$ cat config.mk
export PLATFORM = sky130hd
export DESIGN_NAME = websocket_frame_deframer
export DESIGN_NICKNAME = d
export VERILOG_FILES = /design/src/rtl/core/wsd_pkg.sv /design/src/rtl/core/websocket_frame_deframer.sv /design/src/rtl/core/wsd_parser.sv
export SDC_FILE = /design/constraint.sdc
export NUM_CORES = 1
export LEC_CHECK = 0
export BUFFER_PORTS_ARGS = -buffer_cell sky130_fd_sc_hd__buf_2
export CORE_MARGIN = 2
export CORE_UTILIZATION = 38
export DETAILED_ROUTE_END_ITERATION = 7
export HOLD_SLACK_MARGIN = 0.12
export SLEW_MARGIN = 10
export SYNTH_ARGS = -nofsm -noshare
export SYNTH_HDL_FRONTEND = slang
export SYNTH_SLANG_ARGS = --single-unit
$ cat constraint.sdc
create_clock -name clk_i -period 8 [get_ports clk_i]
set_input_delay 1.6 -clock clk_i [delete_from_list [all_inputs] [get_ports clk_i]]
set_output_delay 1.6 -clock clk_i [all_outputs]
set_load 0.005 [all_outputs]
$ cat src/rtl/core/wsd_pkg.sv
package wsd_pkg;

  localparam int unsigned LengthBitsDefault = 64;
  localparam logic [15:0] MaxFrameReset = 16'd512;

  localparam logic [3:0] OpContinuation = 4'h0;
  localparam logic [3:0] OpText = 4'h1;
  localparam logic [3:0] OpClose = 4'h8;
  localparam logic [3:0] OpcodeMask = 4'hF;

  localparam logic [6:0] Len16Code = 7'd126;
  localparam logic [6:0] Len64Code = 7'd127;

  localparam logic [3:0] ExtCount16 = 4'd2;
  localparam logic [3:0] ExtCount64 = 4'd8;
  localparam logic [3:0] KeyCount = 4'd4;

  localparam logic [1:0] KindPayload = 2'd0;
  localparam logic [1:0] KindDone = 2'd1;
  localparam logic [1:0] KindReply = 2'd2;

  localparam logic [7:0] ReplyCloseHdr = 8'h88;
  localparam logic [7:0] ReplyLenZero = 8'h00;
  localparam logic [7:0] ReplyLenTwo = 8'h02;
  localparam logic [7:0] ReplyCodeHi = 8'h03;
  localparam logic [7:0] ReplyCodeLo = 8'hF1;

  typedef enum logic [2:0] {
    PhHdr0,
    PhHdr1,
    PhExt,
    PhKey,
    PhPayload,
    PhDrain,
    PhClosed
  } phase_e;

  // What one received byte causes on the result side.
  typedef enum logic [2:0] {
    EmNone,
    EmPayload,
    EmDone,
    EmClose,
    EmTooBig
  } emit_e;

  typedef struct packed {
    emit_e      kind;
    logic [7:0] data;
    logic       opcode;
    logic       last;
  } emit_t;

  function automatic logic [7:0] reply_byte(input emit_e kind, input logic [1:0] beat);
    logic [7:0] r;
    r = ReplyCloseHdr;
    if (kind == EmClose) begin
      r = (beat == 2'd0) ? ReplyCloseHdr : ReplyLenZero;
    end else begin
      case (beat)
        2'd0:    r = ReplyCloseHdr;
        2'd1:    r = ReplyLenTwo;
        2'd2:    r = ReplyCodeHi;
        2'd3:    r = ReplyCodeLo;
        default: r = ReplyCloseHdr;
      endcase
    end
    return r;
  endfunction

endpackage

$ cat src/rtl/core/websocket_frame_deframer.sv
// Client-to-server frame deframer. Received bytes go in one beat at a time on rx_*, and
// the block takes a new byte in every cycle while results flow freely: each byte is parsed
// in the cycle it is accepted and its results land in an output register. A payload byte
// gives one result beat, so the sustained rate is one byte per cycle. A close reply fills
// the output register for two beats and an oversized-frame reply for four, since the output
// register sends one reply byte per beat; the input waits until the last of those beats is
// taken. After either reply the block is closed and drops all bytes until reset. The user must
// write max_frame through cfg_we_i/cfg_wdata_i only while idle; the block does not check it.
module websocket_frame_deframer #(
  parameter int unsigned LENGTH_BITS = wsd_pkg::LengthBitsDefault
) (
  input  logic        clk_i,
  input  logic        rst_ni,
  input  logic        cfg_we_i,
  input  logic [15:0] cfg_wdata_i,
  input  logic        rx_valid_i,
  output logic        rx_ready_o,
  input  logic [7:0]  rx_byte_i,
  output logic        out_valid_o,
  input  logic        out_ready_i,
  output logic [1:0]  out_kind_o,
  output logic [7:0]  out_byte_o,
  output logic        frame_opcode_o,
  output logic        last_o
);

  logic [15:0]    max_frame_q;
  wsd_pkg::emit_t emit;
  wsd_pkg::emit_t res_q;
  logic           res_valid_q;
  logic [1:0]     beat_q;
  logic           final_beat;
  logic           rx_fire;
  logic           out_fire;

  always_ff @(posedge clk_i or negedge rst_ni) begin
    if (!rst_ni) begin
      max_frame_q <= wsd_pkg::MaxFrameReset;
    end else if (cfg_we_i) begin
      max_frame_q <= cfg_wdata_i;
    end
  end

  always_comb begin
    case (res_q.kind)
      wsd_pkg::EmClose:  final_beat = (beat_q == 2'd1);
      wsd_pkg::EmTooBig: final_beat = (beat_q == 2'd3);
      default:           final_beat = 1'b1;
    endcase
  end

  assign out_fire = res_valid_q && out_ready_i;
  assign rx_ready_o = !res_valid_q || (out_ready_i && final_beat);
  assign rx_fire = rx_valid_i && rx_ready_o;

  wsd_parser #(
    .LENGTH_BITS(LENGTH_BITS)
  ) u_parser (
    .clk_i      (clk_i),
    .rst_ni     (rst_ni),
    .fire_i     (rx_fire),
    .rx_byte_i  (rx_byte_i),
    .max_frame_i(max_frame_q),
    .emit_o     (emit)
  );

  always_ff @(posedge clk_i or negedge rst_ni) begin
    if (!rst_ni) begin
      res_valid_q <= 1'b0;
      beat_q      <= '0;
    end else begin
      if (rx_fire && (emit.kind != wsd_pkg::EmNone)) begin
        res_valid_q <= 1'b1;
        beat_q      <= '0;
      end else if (out_fire) begin
        if (final_beat) begin
          res_valid_q <= 1'b0;
        end else begin
          beat_q <= beat_q + 2'd1;
        end
      end
    end
  end

  always_ff @(posedge clk_i) begin
    if (rx_fire && (emit.kind != wsd_pkg::EmNone)) begin
      res_q <= emit;
    end
  end

  always_comb begin
    out_valid_o = res_valid_q;
    case (res_q.kind)
      wsd_pkg::EmPayload: begin
        out_kind_o     = wsd_pkg::KindPayload;
        out_byte_o     = res_q.data;
        frame_opcode_o = res_q.opcode;
        last_o         = res_q.last;
      end
      wsd_pkg::EmDone: begin
        out_kind_o     = wsd_pkg::KindDone;
        out_byte_o     = 8'h00;
        frame_opcode_o = res_q.opcode;
        last_o         = 1'b1;
      end
      default: begin
        out_kind_o     = wsd_pkg::KindReply;
        out_byte_o     = wsd_pkg::reply_byte(res_q.kind, beat_q);
        frame_opcode_o = 1'b0;
        last_o         = final_beat;
      end
    endcase
  end

  // A result that is held back must also hold back the input.
  assert property (@(posedge clk_i) disable iff (!rst_ni)
    (out_valid_o && !out_ready_i) |-> !rx_ready_o)
    else $error("input accepted while a result is stalled");

  assert property (@(posedge clk_i) disable iff (!rst_ni)
    (out_valid_o && (out_kind_o == wsd_pkg::KindDone)) |-> ((out_byte_o == 8'h00) && last_o))
    else $error("frame done beat malformed");

  assert property (@(posedge clk_i) disable iff (!rst_ni)
    out_valid_o |-> ((out_kind_o == wsd_pkg::KindPayload) || (out_kind_o == wsd_pkg::KindDone)
                     || ((out_kind_o == wsd_pkg::KindReply) && !frame_opcode_o)))
    else $error("bad result kind or reply opcode");

  assert property (@(posedge clk_i) disable iff (!rst_ni)
    (out_fire && (out_kind_o == wsd_pkg::KindReply) && last_o) |=> !out_valid_o)
    else $error("result after closing reply");

endmodule

$ cat src/rtl/core/wsd_parser.sv
module wsd_parser #(
  parameter int unsigned LENGTH_BITS = wsd_pkg::LengthBitsDefault
) (
  input  logic              clk_i,
  input  logic              rst_ni,
  input  logic              fire_i,
  input  logic [7:0]        rx_byte_i,
  input  logic [15:0]       max_frame_i,
  output wsd_pkg::emit_t    emit_o
);

  wsd_pkg::phase_e phase_q, phase_d;
  logic [3:0]             opcode_q, opcode_d;
  logic                   mask_on_q, mask_on_d;
  logic [3:0]             hdr_cnt_q, hdr_cnt_d;
  logic [31:0]            key_q, key_d;
  logic [LENGTH_BITS-1:0] left_q, left_d;
  logic [1:0]             offset_q, offset_d;
  logic                   too_big_q, too_big_d;

  logic [6:0]             len7;
  logic                   len7_short;
  logic [LENGTH_BITS-1:0] ext_next;
  logic [LENGTH_BITS-1:0] len_fin;
  logic [LENGTH_BITS-1:0] left_dec;
  logic                   hdr_end;
  logic                   to_key;
  logic                   is_close;
  logic                   is_data;
  logic                   len_zero;
  logic                   len_big;
  logic                   drain_end;
  logic [7:0]             key_byte;

  assign len7 = rx_byte_i[6:0];
  assign len7_short = (len7 != wsd_pkg::Len16Code) && (len7 != wsd_pkg::Len64Code);

  // Extended length shifts in big-endian and pins at all ones once it would overflow.
  always_comb begin
    if (|left_q[LENGTH_BITS-1 -: 8]) begin
      ext_next = '1;
    end else begin
      ext_next = {left_q[LENGTH_BITS-9:0], rx_byte_i};
    end
  end

  assign hdr_end = ((phase_q == wsd_pkg::PhHdr1) && len7_short && !rx_byte_i[7])
                || ((phase_q == wsd_pkg::PhExt) && (hdr_cnt_q == 4'd1) && !mask_on_q)
                || ((phase_q == wsd_pkg::PhKey) && (hdr_cnt_q == 4'd1));
  assign to_key = ((phase_q == wsd_pkg::PhHdr1) && len7_short && rx_byte_i[7])
               || ((phase_q == wsd_pkg::PhExt) && (hdr_cnt_q == 4'd1) && mask_on_q);

  always_comb begin
    case (phase_q)
      wsd_pkg::PhHdr1: len_fin = LENGTH_BITS'(len7);
      wsd_pkg::PhExt:  len_fin = ext_next;
      default:         len_fin = left_q;
    endcase
  end

  assign is_close = (opcode_q == wsd_pkg::OpClose);
  assign is_data = (opcode_q == wsd_pkg::OpContinuation) || (opcode_q == wsd_pkg::OpText);
  assign len_zero = (len_fin == '0);
  assign len_big = (len_fin >= LENGTH_BITS'(max_frame_i));
  assign left_dec = left_q - LENGTH_BITS'(1);
  assign drain_end = (left_q == '0) || (left_dec == '0);

  always_comb begin
    case (offset_q)
      2'd0:    key_byte = key_q[31:24];
      2'd1:    key_byte = key_q[23:16];
      2'd2:    key_byte = key_q[15:8];
      2'd3:    key_byte = key_q[7:0];
      default: key_byte = key_q[31:24];
    endcase
  end

  // Next phase.
  always_comb begin
    phase_d = phase_q;
    if (fire_i) begin
      case (phase_q)
        wsd_pkg::PhHdr0: phase_d = wsd_pkg::PhHdr1;
        wsd_pkg::PhHdr1, wsd_pkg::PhExt, wsd_pkg::PhKey: begin
          if (to_key) begin
            phase_d = wsd_pkg::PhKey;
          end else if (hdr_end) begin
            if (is_close) begin
              phase_d = wsd_pkg::PhClosed;
            end else if (!is_data) begin
              phase_d = len_zero ? wsd_pkg::PhHdr0 : wsd_pkg::PhDrain;
            end else if (len_big) begin
              phase_d = len_zero ? wsd_pkg::PhClosed : wsd_pkg::PhDrain;
            end else if (len_zero) begin
              phase_d = wsd_pkg::PhHdr0;
            end else begin
              phase_d = wsd_pkg::PhPayload;
            end
          end else if (phase_q == wsd_pkg::PhHdr1) begin
            phase_d = wsd_pkg::PhExt;
          end
        end
        wsd_pkg::PhPayload: begin
          if (left_dec == '0) phase_d = wsd_pkg::PhHdr0;
        end
        wsd_pkg::PhDrain: begin
          if (drain_end) phase_d = too_big_q ? wsd_pkg::PhClosed : wsd_pkg::PhHdr0;
        end
        default: phase_d = phase_q;
      endcase
    end
  end

  // Datapath registers and the result descriptor.
  always_comb begin
    opcode_d = opcode_q;
    mask_on_d = mask_on_q;
    hdr_cnt_d = hdr_cnt_q;
    key_d = key_q;
    left_d = left_q;
    offset_d = offset_q;
    too_big_d = too_big_q;
    emit_o = '{kind: wsd_pkg::EmNone, data: 8'h00, opcode: opcode_q[0], last: 1'b0};
    if (fire_i) begin
      case (phase_q)
        wsd_pkg::PhHdr0: opcode_d = rx_byte_i[3:0] & wsd_pkg::OpcodeMask;
        wsd_pkg::PhHdr1: begin
          mask_on_d = rx_byte_i[7];
          key_d = '0;
          left_d = len7_short ? LENGTH_BITS'(len7) : '0;
          if (len7 == wsd_pkg::Len16Code) hdr_cnt_d = wsd_pkg::ExtCount16;
          if (len7 == wsd_pkg::Len64Code) hdr_cnt_d = wsd_pkg::ExtCount64;
        end
        wsd_pkg::PhExt: begin
          left_d = ext_next;
          hdr_cnt_d = hdr_cnt_q - 4'd1;
        end
        wsd_pkg::PhKey: begin
          key_d = {key_q[23:0], rx_byte_i};
          hdr_cnt_d = hdr_cnt_q - 4'd1;
        end
        wsd_pkg::PhPayload: begin
          left_d = left_dec;
          offset_d = offset_q + 2'd1;
          emit_o.kind = wsd_pkg::EmPayload;
          emit_o.data = rx_byte_i ^ key_byte;
          emit_o.last = (left_dec == '0);
        end
        wsd_pkg::PhDrain: begin
          if (left_q != '0) left_d = left_dec;
          if (drain_end && too_big_q) emit_o.kind = wsd_pkg::EmTooBig;
        end
        default: ;
      endcase
      if (to_key) begin
        hdr_cnt_d = wsd_pkg::KeyCount;
      end
      if (hdr_end) begin
        offset_d = 2'd0;
        too_big_d = is_data && !is_close && len_big;
        if (is_close) begin
          emit_o.kind = wsd_pkg::EmClose;
        end else if (is_data && len_big && len_zero) begin
          emit_o.kind = wsd_pkg::EmTooBig;
        end else if (is_data && !len_big && len_zero) begin
          emit_o.kind = wsd_pkg::EmDone;
          emit_o.last = 1'b1;
        end
      end
    end
  end

  always_ff @(posedge clk_i or negedge rst_ni) begin
    if (!rst_ni) begin
      phase_q   <= wsd_pkg::PhHdr0;
      opcode_q  <= '0;
      mask_on_q <= 1'b0;
      hdr_cnt_q <= '0;
      key_q     <= '0;
      left_q    <= '0;
      offset_q  <= '0;
      too_big_q <= 1'b0;
    end else begin
      phase_q   <= phase_d;
      opcode_q  <= opcode_d;
      mask_on_q <= mask_on_d;
      hdr_cnt_q <= hdr_cnt_d;
      key_q     <= key_d;
      left_q    <= left_d;
      offset_q  <= offset_d;
      too_big_q <= too_big_d;
    end
  end

endmodule
==> out/results.ini <==
[cts]
root_buffer = clkbuf_16
cts_tree = built
clock_sinks = 143
clk_pin_slew_ns = 0.07
ctsHoldBuffers = 0
worstSkewPairLatency_ns = 0.45
htreeDepth = 4
post_cts_buffers = 0
cts_resized = 0
cts_buffers = 17
clk_path_buf_depth = 2

[placed_design]
routabilityCongestion = 0.990
portBuffers = 42
hpwl_um = 22900

[sta]
period_needed_ns = 5.39
fmax_mhz = 186
worstMarginPinSlew_ns = 1.12
setup_viol = 0
timing.slew.headroom_pct = 25.4
final_hold_viol_count = 0
final-max-slew-violation-count = 0
fin_crit_sh_pct = 67.4
finalSetupTns_ns = 0
fin_skew_ns = 0.0113
grt_setup_unrepaired = false

[pwr]
ir_worst_vdd_mv = 0.218
pwr-share-comb_pct = 55.9
swShare_pct = 53.5
p_leak_nw = 4.64
p_clk_share_pct = 16.0
p_per_area_nw_per_um2 = 442
p_int_mw = 2.33
switching_power_mw = 2.67
power_frac_seq_pct = 28.1

[die]
num_io_pins = 43
core-area_um2 = 27000
rows = 60
initial_core_util_pct = 38.6
dieWidth_um = 170
dieHeight_um = 170
floorplan.die_area_um2 = 28700

[setup_path]
critPathMaxFanout = 13
criticalPathCategory = flop to flop
startpoint_type = flop
required_ns = 8.06
endpoint_kind = flop
cp.arrival_ns = 5.45

[synth]
ys_top_cells_by_count = o21ai_0, nand2_1, nor2_1
ys_warn_count = 0
synth_ff_type = dfrtp_1
ys_ff_latch = 143
synth_nets = 1400
netlist_area_um2 = 10400
yosysSeqAreaShare_pct = 35.0
synth_top_area_share_pct = 31.0
synth_edf_count = 13
synth_cell_types = 82
postSynth.asyncResetShare_pct = 90.9
ys_top_cells_by_area = dfrtp_1, o21ai_0, nand2_1
avgSynthCellArea_um2 = 7.76
yosysTopAreaCell = dfrtp_1
synth_cells = 1342
synth_most_common_cell = o21ai_0

[cells_and_area]
area_growth_pct = 8.76
antenna_cells = 0
drive_gt1_share_pct = 9.82
n_fill_cell = 2706
nets = 1369
utilization_pct = 42.0

[global_route]
grt_pass1_wl_um = 54100
antenna_found_initial = 0
grt_pass1_vias = 9665
grt_usage_pct = 23.8
grt_max_degree = 79
grt_overflow = 0

[drt]
vias_per_cell = 6.18
drc = 0
postRouteAntennaNets = 0
routed_wl_um = 33400
initialDrtViolationCount = 1260
drt_first_pass_iters = 6
drt-wirelength-per-cell_um = 20.0
vias = 10293

[flow_run]
max_cap_violations = 0

[worst_hold_path]
min_path_type = flop to flop

[run_status]
outcome = complete, no violations

==> state kept, by name (all words and copies together), names as in the netlist, 3 cells and up <==
signal,count
u_parser.key_q,32
max_frame_q,16
u_parser.hdr_cnt_q,4
u_parser.left_q,64
u_parser.phase_q,3
res_q,13
u_parser.opcode_q,4
==> worst max-delay path, cell delays in order, from the launching register on <==
cell and delay, ns:
dfrtp_1 0.53, inv_1 0.22, ha_1 0.37, or3b_1 0.53
nor4_1 0.67, nand4_1 0.40, nor2_1 0.36, xor2_1 0.11
a211oi_1 0.36, nand4_1 0.29, a21o_1 0.29, a21oi_1 0.86
==> power groups by stage <==
stage | Sequential (mW) | Combinational, mW | Clock [mW]
final | 1.40 | 2.80 | 0.800
after CTS | 1.38 | 2.74 | 0.809
after global placement | 1.39 | 2.73 | 0
after global routing | 1.44 | 3.09 | 0.839
after detailed placement | 1.39 | 2.73 | 0
after floorplan | 1.13 | 2.16 | 0
==> layout by cell type (no fill, tap or decap), types with 9 or more instances in the layout <==
cell type and instances:
a21o_1 16, buf_4 12, nand3_1 30, ha_1 29, nor3_1 36, buf_2 41, a31oi_1 13, or4_1 18
or2_2 9, edfxtp_1 13, nand4_1 32, o21ai_0 174, a21oi_1 62, nor4_1 33, nor2_1 159, xnor2_1 26
or3_1 15, o22ai_1 14, nand2b_1 9, nand2_1 171, clkbuf_16 17, o31ai_1 15, a22o_1 20, dfrtp_1 129
inv_1 43
==> stage by stage <==
step                cells  power (mW)  area, um^2  hold WS [ns]  setup slack [ns]
global route         1665        5.37       11300         0.505              2.18
detailed placement   1633        4.12       10800         0.470              2.72
CTS                  1665        4.93       11300         0.486              2.71
finish               1665        5.00       11300         0.483              2.61
floorplan            1342        3.29       10400         0.442              3.58
global placement     1633        4.12       10800         0.464              2.86
==> metal layers <==
metal	wire, um	GRT usage [%]	vias up
met1	15000	32.4	4914
met4	946	8.55	0
li1	-	-	4845
met3	2480	4.69	81
met2	15000	37.6	453
met5	0	0	-
==> cell families (layout without fill, tap and decap cells) <==
logic type      after synthesis  in the layout  share of synthesized area [%]
compound gates              393            393                           23.7
buf+inv                     147            129                           5.47
simple gates                586            586                           28.4
mux                          10             10                           1.05
xor+xnor                     34             34                           2.93
flops                       143            143                           35.0
fa+ha+maj                    29             29                           3.49
==> area by class of cell <==
type	instances	area, um^2	area share, %
inverters	43	161	1.43
flip-flops and latches	143	3640	32.2
well taps	341	427	3.77
clock inverters	13	130	1.15
repair buffers	54	307	2.71
multi-input cells	1052	6220	54.9
clock buffers	19	433	3.82
==> final timing paths <==
check,startpoint,slack (ns),to,depth (start not counted)
hold / removal,u_parser.key_q[30],0.48,u_parser.key_q[30],2
hold reg to reg,u_parser.key_q[30],0.48,u_parser.key_q[30],2
min in group asynchronous,rst_ni,1.13,u_parser.key_q[14],1
setup reg to reg,u_parser.left_q[0],2.61,res_q[3],11
setup / recovery,u_parser.left_q[0],2.61,res_q[3],11
max in group asynchronous,rst_ni,5.49,u_parser.left_q[38],2
Power figures use the tool's default switching activity.
